===== src/hw/rtl/srtf_pkg.sv =====
// Shared types and constants for the SRTF scheduler.
`default_nettype none
package srtf_pkg;

	localparam int MAX_JOBS_DEF  = 16;
	localparam int TIME_BITS_DEF = 16;
	localparam int FIELD_BITS    = 16;
	localparam int CLK_BITS      = 32;

	typedef enum logic [1:0] {
		KIND_ADD   = 2'd0,
		KIND_TICK  = 2'd1,
		KIND_CLEAR = 2'd2
	} kind_t;

	typedef enum logic [1:0] {
		ST_RAN  = 2'd0,
		ST_IDLE = 2'd1,
		ST_FULL = 2'd2,
		ST_DONE = 2'd3
	} status_t;

	typedef enum logic [2:0] {
		S_IDLE,
		S_SCAN,
		S_DRAIN,
		S_CALC,
		S_DIFF,
		S_RESULT
	} state_t;

	// controller -> datapath
	typedef struct packed {
		logic latch;
		logic scan_issue;
		logic calc;
		logic diff;
		logic commit;
	} ctl_cmd_t;

	// datapath -> controller
	typedef struct packed {
		logic is_tick;
		logic empty;
		logic last_issue;
		logic out_free;
	} dp_status_t;

endpackage
`default_nettype wire


===== src/hw/rtl/srtf_ctrl.sv =====
// Control state machine of the SRTF scheduler.
`default_nettype none
module srtf_ctrl
	import srtf_pkg::*;
(
	input  wire logic       clk,
	input  wire logic       arst_n,
	input  wire logic       in_valid,
	output logic            in_stall,
	input  wire dp_status_t st,
	output ctl_cmd_t        cmd
);

	state_t state_q, state_d;

	always_ff @(posedge clk or negedge arst_n) begin
		if (!arst_n) begin
			state_q <= S_IDLE;
		end else begin
			state_q <= state_d;
		end
	end

	always_comb begin
		state_d  = state_q;
		cmd      = '0;
		in_stall = 1'b1;
		case (state_q)
			S_IDLE: begin
				in_stall = 1'b0;
				if (in_valid) begin
					cmd.latch = 1'b1;
					if (st.is_tick && !st.empty) begin
						state_d = S_SCAN;
					end else begin
						state_d = S_RESULT;
					end
				end
			end
			S_SCAN: begin
				cmd.scan_issue = 1'b1;
				if (st.last_issue) begin
					state_d = S_DRAIN;
				end
			end
			S_DRAIN: begin
				// last table entry is compared in this cycle
				state_d = S_CALC;
			end
			S_CALC: begin
				cmd.calc = 1'b1;
				state_d  = S_DIFF;
			end
			S_DIFF: begin
				cmd.diff = 1'b1;
				state_d  = S_RESULT;
			end
			S_RESULT: begin
				if (st.out_free) begin
					cmd.commit = 1'b1;
					state_d    = S_IDLE;
				end
			end
			default: begin
				state_d = S_IDLE;
			end
		endcase
	end

`ifndef ASSERT_OFF
	a_scan_after_latch: assert property (@(posedge clk) disable iff (!arst_n)
		cmd.latch && st.is_tick && !st.empty |=> state_q == S_SCAN)
		else $error("tick with jobs did not start a scan");
	a_commit_needs_room: assert property (@(posedge clk) disable iff (!arst_n)
		cmd.commit |-> st.out_free)
		else $error("commit while output register busy");
	a_no_accept_busy: assert property (@(posedge clk) disable iff (!arst_n)
		cmd.scan_issue || cmd.calc || cmd.diff |-> in_stall)
		else $error("input open while a tick is in progress");
`endif

endmodule
`default_nettype wire


===== src/hw/rtl/srtf_dp.sv =====
// Datapath of the SRTF scheduler: job table, scan, timing math, result register.
`default_nettype none
module srtf_dp
	import srtf_pkg::*;
#(
	parameter int MAX_JOBS  = MAX_JOBS_DEF,
	parameter int TIME_BITS = TIME_BITS_DEF,
	localparam int IW = $clog2(MAX_JOBS),
	localparam int CW = $clog2(MAX_JOBS + 1),
	localparam int TW = TIME_BITS,
	localparam int EW = 3 * TW
) (
	input  wire logic                  clk,
	input  wire logic                  arst_n,
	input  wire ctl_cmd_t              cmd,
	output dp_status_t                 st,
	input  wire logic [1:0]            kind,
	input  wire logic [FIELD_BITS-1:0] arrival_time,
	input  wire logic [FIELD_BITS-1:0] burst_time,
	output logic                       out_valid,
	input  wire logic                  out_stall,
	output logic [1:0]                 status,
	output logic [CW-1:0]              job_id,
	output logic                       completed,
	output logic [CLK_BITS-1:0]        completion_time,
	output logic [CLK_BITS-1:0]        waiting_time,
	output logic [CLK_BITS-1:0]        turnaround_time
);

	// entry layout: {arrival, burst, remaining}
	logic [EW-1:0]       mem [MAX_JOBS];

	logic [1:0]          kind_q;
	logic [TW-1:0]       arr_in_q;
	logic [TW-1:0]       bur_in_q;
	logic [CW-1:0]       count_q;
	logic [CLK_BITS-1:0] now_q;

	logic [IW-1:0]       idx_q;
	logic                rd_valid_s1;
	logic [IW-1:0]       rd_idx_s1;
	logic [EW-1:0]       rd_entry_s1;

	logic                found_q;
	logic [IW-1:0]       best_idx_q;
	logic [TW-1:0]       best_arr_q;
	logic [TW-1:0]       best_bur_q;
	logic [TW-1:0]       best_rem_q;

	logic [CLK_BITS-1:0] comp_q;
	logic [CLK_BITS:0]   need_q;
	logic [CLK_BITS-1:0] wait_q;

	logic                out_valid_q;
	logic [1:0]          status_q;
	logic [CW-1:0]       job_id_q;
	logic                completed_q;
	logic [CLK_BITS-1:0] comp_out_q;
	logic [CLK_BITS-1:0] wait_out_q;
	logic [CLK_BITS-1:0] turn_out_q;

	logic [TW-1:0]       rd_arr, rd_bur, rd_rem;
	logic                elig, take;
	logic                full;
	logic [TW-1:0]       rem_dec;
	logic                fin;
	logic [CLK_BITS:0]   turn_sum;
	logic [CLK_BITS-1:0] turn_sat;
	logic                wr_en;
	logic [IW-1:0]       wr_addr;
	logic [EW-1:0]       wr_data;

	assign rd_arr = rd_entry_s1[EW-1 -: TW];
	assign rd_bur = rd_entry_s1[2*TW-1 -: TW];
	assign rd_rem = rd_entry_s1[TW-1:0];

	assign elig = (CLK_BITS'(rd_arr) <= now_q) && (rd_rem != '0);
	assign take = rd_valid_s1 && elig &&
		(!found_q || (rd_rem < best_rem_q) ||
		 ((rd_rem == best_rem_q) && (rd_arr < best_arr_q)));

	assign full     = (count_q == CW'(MAX_JOBS));
	assign rem_dec  = best_rem_q - TW'(1);
	assign fin      = (rem_dec == '0);
	assign turn_sum = {1'b0, wait_q} + (CLK_BITS + 1)'(best_bur_q);
	assign turn_sat = turn_sum[CLK_BITS] ? '1 : turn_sum[CLK_BITS-1:0];

	assign st.is_tick    = (kind == KIND_TICK);
	assign st.empty      = (count_q == '0);
	assign st.last_issue = (CW'(idx_q) == count_q - CW'(1));
	assign st.out_free   = !out_valid_q || !out_stall;

	// single write port: add stores a new job, tick writes back the decremented job
	always_comb begin
		wr_en   = 1'b0;
		wr_addr = best_idx_q;
		wr_data = {best_arr_q, best_bur_q, rem_dec};
		if (cmd.commit) begin
			if (kind_q == KIND_ADD && !full) begin
				wr_en   = 1'b1;
				wr_addr = count_q[IW-1:0];
				wr_data = {arr_in_q, bur_in_q, bur_in_q};
			end else if (kind_q == KIND_TICK && found_q) begin
				wr_en = 1'b1;
			end
		end
	end

	always_ff @(posedge clk) begin
		if (wr_en) begin
			mem[wr_addr] <= wr_data;
		end
		if (cmd.scan_issue) begin
			rd_entry_s1 <= mem[idx_q];
		end
	end

	// payload registers
	always_ff @(posedge clk) begin
		if (cmd.latch) begin
			kind_q   <= kind;
			arr_in_q <= TW'(CLK_BITS'(arrival_time));
			bur_in_q <= TW'(CLK_BITS'(burst_time));
		end
		if (cmd.scan_issue) begin
			rd_idx_s1 <= idx_q;
		end
		if (take) begin
			best_idx_q <= rd_idx_s1;
			best_arr_q <= rd_arr;
			best_bur_q <= rd_bur;
			best_rem_q <= rd_rem;
		end
		if (cmd.calc) begin
			comp_q <= (now_q == '1) ? now_q : now_q + CLK_BITS'(1);
			need_q <= (CLK_BITS + 1)'(best_arr_q) + (CLK_BITS + 1)'(best_bur_q);
		end
		if (cmd.diff) begin
			wait_q <= ({1'b0, comp_q} >= need_q) ?
				CLK_BITS'({1'b0, comp_q} - need_q) : '0;
		end
		if (cmd.commit) begin
			job_id_q    <= '0;
			completed_q <= 1'b0;
			comp_out_q  <= '0;
			wait_out_q  <= '0;
			turn_out_q  <= '0;
			case (kind_q)
				KIND_ADD: begin
					if (full) begin
						status_q <= ST_FULL;
					end else begin
						status_q <= ST_DONE;
						job_id_q <= count_q + CW'(1);
					end
				end
				KIND_TICK: begin
					if (found_q) begin
						status_q <= ST_RAN;
						job_id_q <= CW'(best_idx_q) + CW'(1);
						if (fin) begin
							completed_q <= 1'b1;
							comp_out_q  <= comp_q;
							wait_out_q  <= wait_q;
							turn_out_q  <= turn_sat;
						end
					end else begin
						status_q <= ST_IDLE;
					end
				end
				KIND_CLEAR: begin
					status_q <= ST_DONE;
				end
				default: begin
					status_q <= ST_IDLE;
				end
			endcase
		end
	end

	// control registers
	always_ff @(posedge clk or negedge arst_n) begin
		if (!arst_n) begin
			count_q     <= '0;
			now_q       <= '0;
			idx_q       <= '0;
			rd_valid_s1 <= 1'b0;
			found_q     <= 1'b0;
			out_valid_q <= 1'b0;
		end else begin
			rd_valid_s1 <= cmd.scan_issue;
			if (cmd.latch) begin
				idx_q   <= '0;
				found_q <= 1'b0;
			end else if (cmd.scan_issue) begin
				idx_q <= idx_q + IW'(1);
			end
			if (take) begin
				found_q <= 1'b1;
			end
			if (cmd.commit) begin
				if (kind_q == KIND_ADD && !full) begin
					count_q <= count_q + CW'(1);
				end else if (kind_q == KIND_TICK && now_q != '1) begin
					now_q <= now_q + CLK_BITS'(1);
				end else if (kind_q == KIND_CLEAR) begin
					count_q <= '0;
					now_q   <= '0;
				end
			end
			if (cmd.commit) begin
				out_valid_q <= 1'b1;
			end else if (!out_stall) begin
				out_valid_q <= 1'b0;
			end
		end
	end

	assign out_valid       = out_valid_q;
	assign status          = status_q;
	assign job_id          = job_id_q;
	assign completed       = completed_q;
	assign completion_time = comp_out_q;
	assign waiting_time    = wait_out_q;
	assign turnaround_time = turn_out_q;

`ifndef ASSERT_OFF
	a_count_bound: assert property (@(posedge clk) disable iff (!arst_n)
		count_q <= CW'(MAX_JOBS))
		else $error("job count beyond table depth");
	a_read_in_table: assert property (@(posedge clk) disable iff (!arst_n)
		rd_valid_s1 |-> CW'(rd_idx_s1) < count_q)
		else $error("scan read past loaded jobs");
	a_found_eligible: assert property (@(posedge clk) disable iff (!arst_n)
		cmd.commit && kind_q == KIND_TICK && found_q |->
			best_rem_q != '0 && CLK_BITS'(best_arr_q) <= now_q)
		else $error("chosen job not eligible");
	a_done_zero_times: assert property (@(posedge clk) disable iff (!arst_n)
		out_valid_q && !completed_q |-> comp_out_q == '0 && turn_out_q == '0)
		else $error("time fields set without completion");
`endif

endmodule
`default_nettype wire


===== src/hw/rtl/srtf_scheduler.sv =====
// Top level of the shortest-remaining-time-first scheduler.
`default_nettype none
// Preemptive shortest-remaining-time-first scheduler. Each transaction on the
// input carries kind (add job, time tick, clear) and gives exactly one result.
// Add, clear and a tick on an empty table skip the scan and go from S_IDLE
// straight to S_RESULT. A tick scans the job table through its single
// registered read port, one entry per cycle over the loaded jobs, then steps
// through S_DRAIN, S_CALC and S_DIFF to S_RESULT. One transaction is
// processed at a time; the result register lets the next transaction in
// while a result waits.
// The job table holds TIME_BITS-bit arrival, burst and remaining times.
module srtf_scheduler
	import srtf_pkg::*;
#(
	parameter int MAX_JOBS  = MAX_JOBS_DEF,
	parameter int TIME_BITS = TIME_BITS_DEF,
	localparam int CW = $clog2(MAX_JOBS + 1)
) (
	input  wire logic                  clk,
	input  wire logic                  arst_n,
	input  wire logic                  in_valid,
	output logic                       in_stall,
	input  wire logic [1:0]            kind,
	input  wire logic [FIELD_BITS-1:0] arrival_time,
	input  wire logic [FIELD_BITS-1:0] burst_time,
	output logic                       out_valid,
	input  wire logic                  out_stall,
	output logic [1:0]                 status,
	output logic [CW-1:0]              job_id,
	output logic                       completed,
	output logic [CLK_BITS-1:0]        completion_time,
	output logic [CLK_BITS-1:0]        waiting_time,
	output logic [CLK_BITS-1:0]        turnaround_time
);

	ctl_cmd_t   cmd;
	dp_status_t st;

	srtf_ctrl u_ctrl (
		.clk      (clk),
		.arst_n   (arst_n),
		.in_valid (in_valid),
		.in_stall (in_stall),
		.st       (st),
		.cmd      (cmd)
	);

	srtf_dp #(
		.MAX_JOBS  (MAX_JOBS),
		.TIME_BITS (TIME_BITS)
	) u_dp (
		.clk             (clk),
		.arst_n          (arst_n),
		.cmd             (cmd),
		.st              (st),
		.kind            (kind),
		.arrival_time    (arrival_time),
		.burst_time      (burst_time),
		.out_valid       (out_valid),
		.out_stall       (out_stall),
		.status          (status),
		.job_id          (job_id),
		.completed       (completed),
		.completion_time (completion_time),
		.waiting_time    (waiting_time),
		.turnaround_time (turnaround_time)
	);

endmodule
`default_nettype wire


===== config.mk =====
export PLATFORM = sky130hd
export DESIGN_NAME = srtf_scheduler
export DESIGN_NICKNAME = d
export VERILOG_FILES = /design/src/hw/rtl/srtf_pkg.sv /design/src/hw/rtl/srtf_ctrl.sv /design/src/hw/rtl/srtf_dp.sv /design/src/hw/rtl/srtf_scheduler.sv
export SDC_FILE = /design/constraint.sdc
export NUM_CORES = 1
export LEC_CHECK = 0
export BUFFER_PORTS_ARGS = -buffer_cell sky130_fd_sc_hd__buf_4
export CAP_MARGIN = 0
export CORE_MARGIN = 2
export CORE_UTILIZATION = 30
export DETAILED_ROUTE_END_ITERATION = 16
export GPL_ROUTABILITY_DRIVEN = 1
export SYNTH_ARGS = -nofsm -noshare
export SYNTH_HDL_FRONTEND = slang
export SYNTH_SLANG_ARGS = --single-unit

===== constraint.sdc =====
create_clock -name clk -period 17 [get_ports clk]
set_input_delay 3.4 -clock clk [delete_from_list [all_inputs] [get_ports clk]]
set_output_delay 3.4 -clock clk [all_outputs]
set_load 0.005 [all_outputs]

======== Word-level counts from Yosys, hierarchy flattened ========
Memories as Yosys holds them, arrays and structs flattened. A register that Yosys moved wholly into a read port is not among the register bits.
Cells that the tools add are included.
storage, ports and cells
  latch bits .............................. 0
  bits of input ports ..................... 38
  output and inout bits ................... 106
  register bits ........................... 322
  ROM bits ................................ 0
  word-level logic and storage cells ...... 129
  memories kept ........................... 1
  RAM bits ................................ 768
memory list
  memory    depth  bits a word  rd ports  clocked after memory_dff  write ports  RTL line       source
  u_dp.mem  16     48           1         1                         1            srtf_dp.sv:31  logic [EW-1:0] mem [MAX_JOBS];
cells by class
  muxes and demuxes ....................... 42
  divide/modulo/power cells ............... 0
  magnitude comparators ................... 4
  $mul .................................... 0
  bitwise operators ....................... 1
  shifts and indexed selects .............. 0
  add/sub/neg operators ................... 9
  reduce and logical (&&, ||, !) cells .... 30
  equality and inequality tests ........... 18
operators with widths
  operator                 number
  $mux W32                 4
  $mux W48                 2
  $add A32 B16 Y33         1
  $add A32 B1 Y32 const B  1
  $eq A32 B32 Y1 const B   1
  $ge A32 B17 Y1           1
  $le A16 B32 Y1           1
  $lt A16 B16 Y1           2
  $ne A32 B32 Y1 const B   1
  $sub A32 B17 Y32         1
  $mux W5                  5
  $mux W1                  20
  $pmux W3 S6              1
  $add A16 B16 Y17         1
  $eq A16 B16 Y1           1
  $logic_not A16 Y1        1
  $mux W4                  4
  $reduce_bool A16 Y1      1
  $sub A16 B1 Y16 const B  1
  $mux W3                  4
  $reduce_and A3 Y1        4
  $pmux W5 S2              1
  $logic_and A1 B1 Y1      8
  $reduce_bool A2 Y1       4
  21 further kinds         33

======== Logic depth before layout (Yosys ltp) ========
  depth after elaboration ................. 7
  gate-level depth with buffers ........... 11
  depth with buffers taken out ............ 10

======== Hierarchy ========
Synthesis repeated with hierarchy kept, for this count alone.
second synthesis, totals
  cells, all modules ...................... 2,752
  area total of the unflattened synthesis .. 47,667.0 um^2
by module, submodules not included
  module     instances  seq. area each (um^2)  cells an instance  area each (um^2)
  srtf_dp    1          33,862.5               2,727              47,439.2
  srtf_ctrl  1          75.1                   25                 227.7

======== Worst setup path after synthesis ========
No wires, ideal clock.
  kind .................................... input port to flip-flop
  start point ............................. in out_stall
  end point ............................... mem u_dp.mem[0][0] in the netlist's numbering (enable)
  stages on the path ...................... 8
  arrival ................................. 8.780 ns
  buffers on the path ..................... 1
  library setup time ...................... 0.454 ns
  path slack .............................. 7.766 ns
  data required time ...................... 16.546 ns
  path through ............................ nand2_1 nand2b_1 inv_1 nand2_1 clkbuf_1 o21ai_0 o21ai_0 nor2_1
RTL lines
  element          RTL line              source
  start, declared  srtf_scheduler.sv:27  input wire logic out_stall,
  end, declared    srtf_dp.sv:31

==> run_results.csv <==
group,metric,value,unit
status,status,"finished clean",
yosys,synth_top_area_share,68.64,%
routing,wirelength,118200,µm
routing,vias,25690,
yosys,yosysTopAreaCell,"edfxtp_1",
clock_tree,cts_hold_buf,0,
floorplanning,fp.dieW,402.9,µm
timing,hold_viol,0,
timing,fmaxAchievable,0.1561,GHz
setup_path,crit_arrival,6770,ps
floorplanning,die-area,162300,µm²
yosys,ys_seq_area_share,71.10,%
power,powerDensity,164.0,nW/µm²
clock_tree,clk_latency,740,ps
setup_path,crit_type,"input pin to flip-flop",
clock_tree,cts_resized,0,
yosys,syn_area_per_cell,17.33,µm²
floorplanning,start_util,30.17,%
yosys,syn_nets,2899,
placement,hpwl,72680,µm
placement,gp_congestion,0.8557,
grt,grt_usage,14.36,%
setup_path,r2r-end,"u_dp.mem[10][34]$_DFFE_PP_",
routing,ant_nets,0,
final_layout,areaGrowthSynthToFinish,15.99,%
setup_path,crit_path_start_kind,"input pin",
timing,period_share,37.68,%
yosys,synthTopCellsByCount,"edfxtp_1, mux4_2, nand2_1",
setup_path,crit_fanout,39,
clock_tree,h-tree-depth,3,
timing,slew_headroom,18.62,%
final_layout,drive_gt1_share,21.66,%
clock_tree,clock_sinks,1138,
floorplanning,boundaryPins,144,
routing,wire_per_inst,23.04,µm
grt,grt_start_max_net_pins,115,
final_layout,fin_area,55360,µm²
timing,period_needed,6405,ps
timing,worst_pin_slew,1208,ps
grt,antenna_found_initial,4,
power,ir_drop,149.8,µV
setup_path,reg2reg_from,"u_dp.count_q[0]$_DFFE_PN0P_",
yosys,netlist_instances,2755,
timing,setup_viol,0,
clock_tree,cts_tree,"built",
yosys,synth-edff-count,1091,
grt,grt_overflow,0,
grt,grt_pass1_vias,24890,
yosys,ys_warn_count,0,
routing,drc,0,
placement,port_buffers,143,
yosys,synth-seq-cells,1138,
flow_run,drv_cap,0,
yosys,synth-async-reset-ratio,4.130,%
yosys,ys_top_cells_by_area,"edfxtp_1, mux4_2, ha_1, dfrtp_1, nand2_1",
clock_tree,clk_pin_slew_worst_paths,70,ps
setup_path,end_kind,"flip-flop",
timing,rsz0062_at_grt,"false",
timing,clock_skew,74.45,ps
setup_path,required,17360,ps
placement,place_area,51620,µm²
routing,viasPerCell,5.009,
final_layout,layout.nets,3109,
yosys,synth_ff_type,"edfxtp_1",
timing,tns,0,ps
clock_tree,cts_buffer_depth,3,
yosys,synth_area,47730,µm²
yosys,yosys.cell_count.top_type,"edfxtp_1",
timing,slew_violations,0,
grt,grt_pass1_wl,173000,µm
final_layout,antenna_cells,0,
setup_path,rrSetupSlack,12260,ps
clock_tree,post_cts.repair.setup_buffers,0,
floorplanning,rows,146,
clock_tree,cts_buffers,111,
routing,dr.pass1.iters,5,
floorplanning,die_h,402.9,µm
setup_path,reg2reg_depth,10,
hold_path,whs_path_depth,0,
hold_path,hp-class,"flip-flop to flip-flop",
hold_path,holdCritStartpoint,"u_dp.rd_entry_s1[19]$_DFFE_PP_",
power,p_leak,18.51,nW
yosys,synth.distinct_cells,79,
hold_path,holdPathEnd,"u_dp.best_bur_q[3]$_DFFE_PP_",
routing,drt_iter0_drc,2822,
clock_tree,cts-root-buf,"clkbuf_16",
floorplanning,core,158200,µm²
[placed cells by master, fill, tap and decap left out, types with 6 or more instances in the layout]
cell	Yosys	layout
clkinv_2	0	14
o211ai_1	10	10
nand3_1	29	29
a211oi_1	22	22
or2_2	8	8
clkbuf_16	0	111
and3_1	18	18
dfrtp_1	47	43
and2_1	67	67
o31ai_1	13	13
and4_1	11	11
a21o_1	39	39
nand4_1	22	22
clkinv_1	0	19
o21bai_1	6	6
o22ai_1	7	7
nor4_1	19	19
or3_1	13	13
edfxtp_1	1091	1091
o21a_1	10	10
a21oi_1	86	86
buf_4	0	208
ha_1	103	103
mux4_2	240	240
o21ai_0	122	119
nor3_1	36	36
a31oi_1	13	12
xor2_1	31	31
mux2_2	8	8
nand2b_1	8	8
clkbuf_1	76	35
inv_1	101	100
nor2_4	0	21
bufinv_16	0	16
nor2_1	124	103
nor2b_1	10	10
nand2_1	181	181
xnor2_1	73	73
[through the flow]
stage / setup WS [ps] / cells / util, % / hold slack [ps] / power [mW]
after global routing: 10430 / 5129 / 35.00 / 422.1 / 9.509
after CTS: 10630 / 5129 / 35.00 / 415.8 / 9.161
final: 10600 / 5129 / 35.00 / 414.3 / 9.077
after global placement: 9904 / 4924 / 32.63 / 401.2 / 6.594
after floorplan: 7766 / 2755 / - / 400.3 / 5.668
after detailed placement: 9860 / 4924 / 32.63 / 404.5 / 6.628
[kinds of logic after synthesis]
| family | share of synthesized area (%) |
|---|---|
| AO/OA/AOI/OAI | 4.831 |
| XOR/XNOR | 1.942 |
| adder cells (fa/ha/maj) | 2.826 |
| buffers and inverters | 1.801 |
| flip-flops | 71.10 |
| multiplexers | 11.53 |
| AND/OR/NAND/NOR | 5.964 |
[flip-flops by register name, indices dropped and copies added, names as in the netlist, 2 cells and up]
| name | cells |
|---|---|
| u_dp.completion_time | 32 |
| u_dp.best_arr_q | 16 |
| u_dp.best_idx_q | 4 |
| u_dp.wait_q | 32 |
| u_dp.turnaround_time | 32 |
| u_dp.rd_entry_s1 | 48 |
| u_dp.bur_in_q | 16 |
| u_dp.best_bur_q | 16 |
| u_dp.waiting_time | 32 |
| u_dp.count_q | 5 |
| u_dp.idx_q | 4 |
| u_ctrl.state_q | 3 |
| u_dp.mem | 768 |
| u_dp.kind_q | 2 |
| u_dp.arr_in_q | 16 |
| u_dp.now_q | 32 |
| u_dp.status | 2 |
| u_dp.job_id | 5 |
| u_dp.rd_idx_s1 | 4 |
| u_dp.comp_q | 32 |
| u_dp.best_rem_q | 16 |
| u_dp.need_q | 17 |
[worst max-delay path: stages]
cell and delay [ps]:
buf_4 110, nand2_1 130, nand2b_1 260, inv_4 510, nand2_1 120, buf_4 280, o21ai_0 110, o21ai_0 410
nor2_4 770, buf_4 640
[per-layer routing]
| layer | GRT usage, % | wire [µm] | up-vias |
|---|---|---|---|
| met5 | 0 | 23 | - |
| li1 | - | - | 11320 |
| met1 | 21.48 | 54710 | 13310 |
| met2 | 22.12 | 54050 | 910 |
| met4 | 2.891 | 1893 | 4 |
| met3 | 2.260 | 7498 | 137 |
[power by group]
group | internal [mW] | leakage, nW | switching [mW]
logic | 1.01 | 6.11 | 1.41
registers | 3.79 | 10.6 | 0.342
clock network | 1.47 | 1.81 | 1.06
[layout make-up]
type	instances	area (µm²)
fillers	14860	102800
flip-flops and latches	1138	33950
multi-input cells	1403	13100
clock buffers	150	2964
well taps	2072	2592
repair buffers	209	1582
clock inverters	55	782.0
inverters	102	387.9
[worst max-delay path by stage]
stage | start | to | slack, ps | cells after the start
5_1_grt | out_stall | u_dp.mem[3][24]$_DFFE_PP_ | 10430 | 10
6_report | out_stall | u_dp.mem[3][13]$_DFFE_PP_ | 10600 | 10
3_3_place_gp | out_stall | u_dp.mem[3][44]$_DFFE_PP_ | 9900 | 10
3_5_place_dp | out_stall | u_dp.mem[3][26]$_DFFE_PP_ | 9860 | 10
2_1_floorplan | out_stall | u_dp.mem[0][0]$_DFFE_PP_ | 7770 | 8
4_1_cts | out_stall | u_dp.mem[3][22]$_DFFE_PP_ | 10630 | 10
Power figures use the tool's default switching activity.
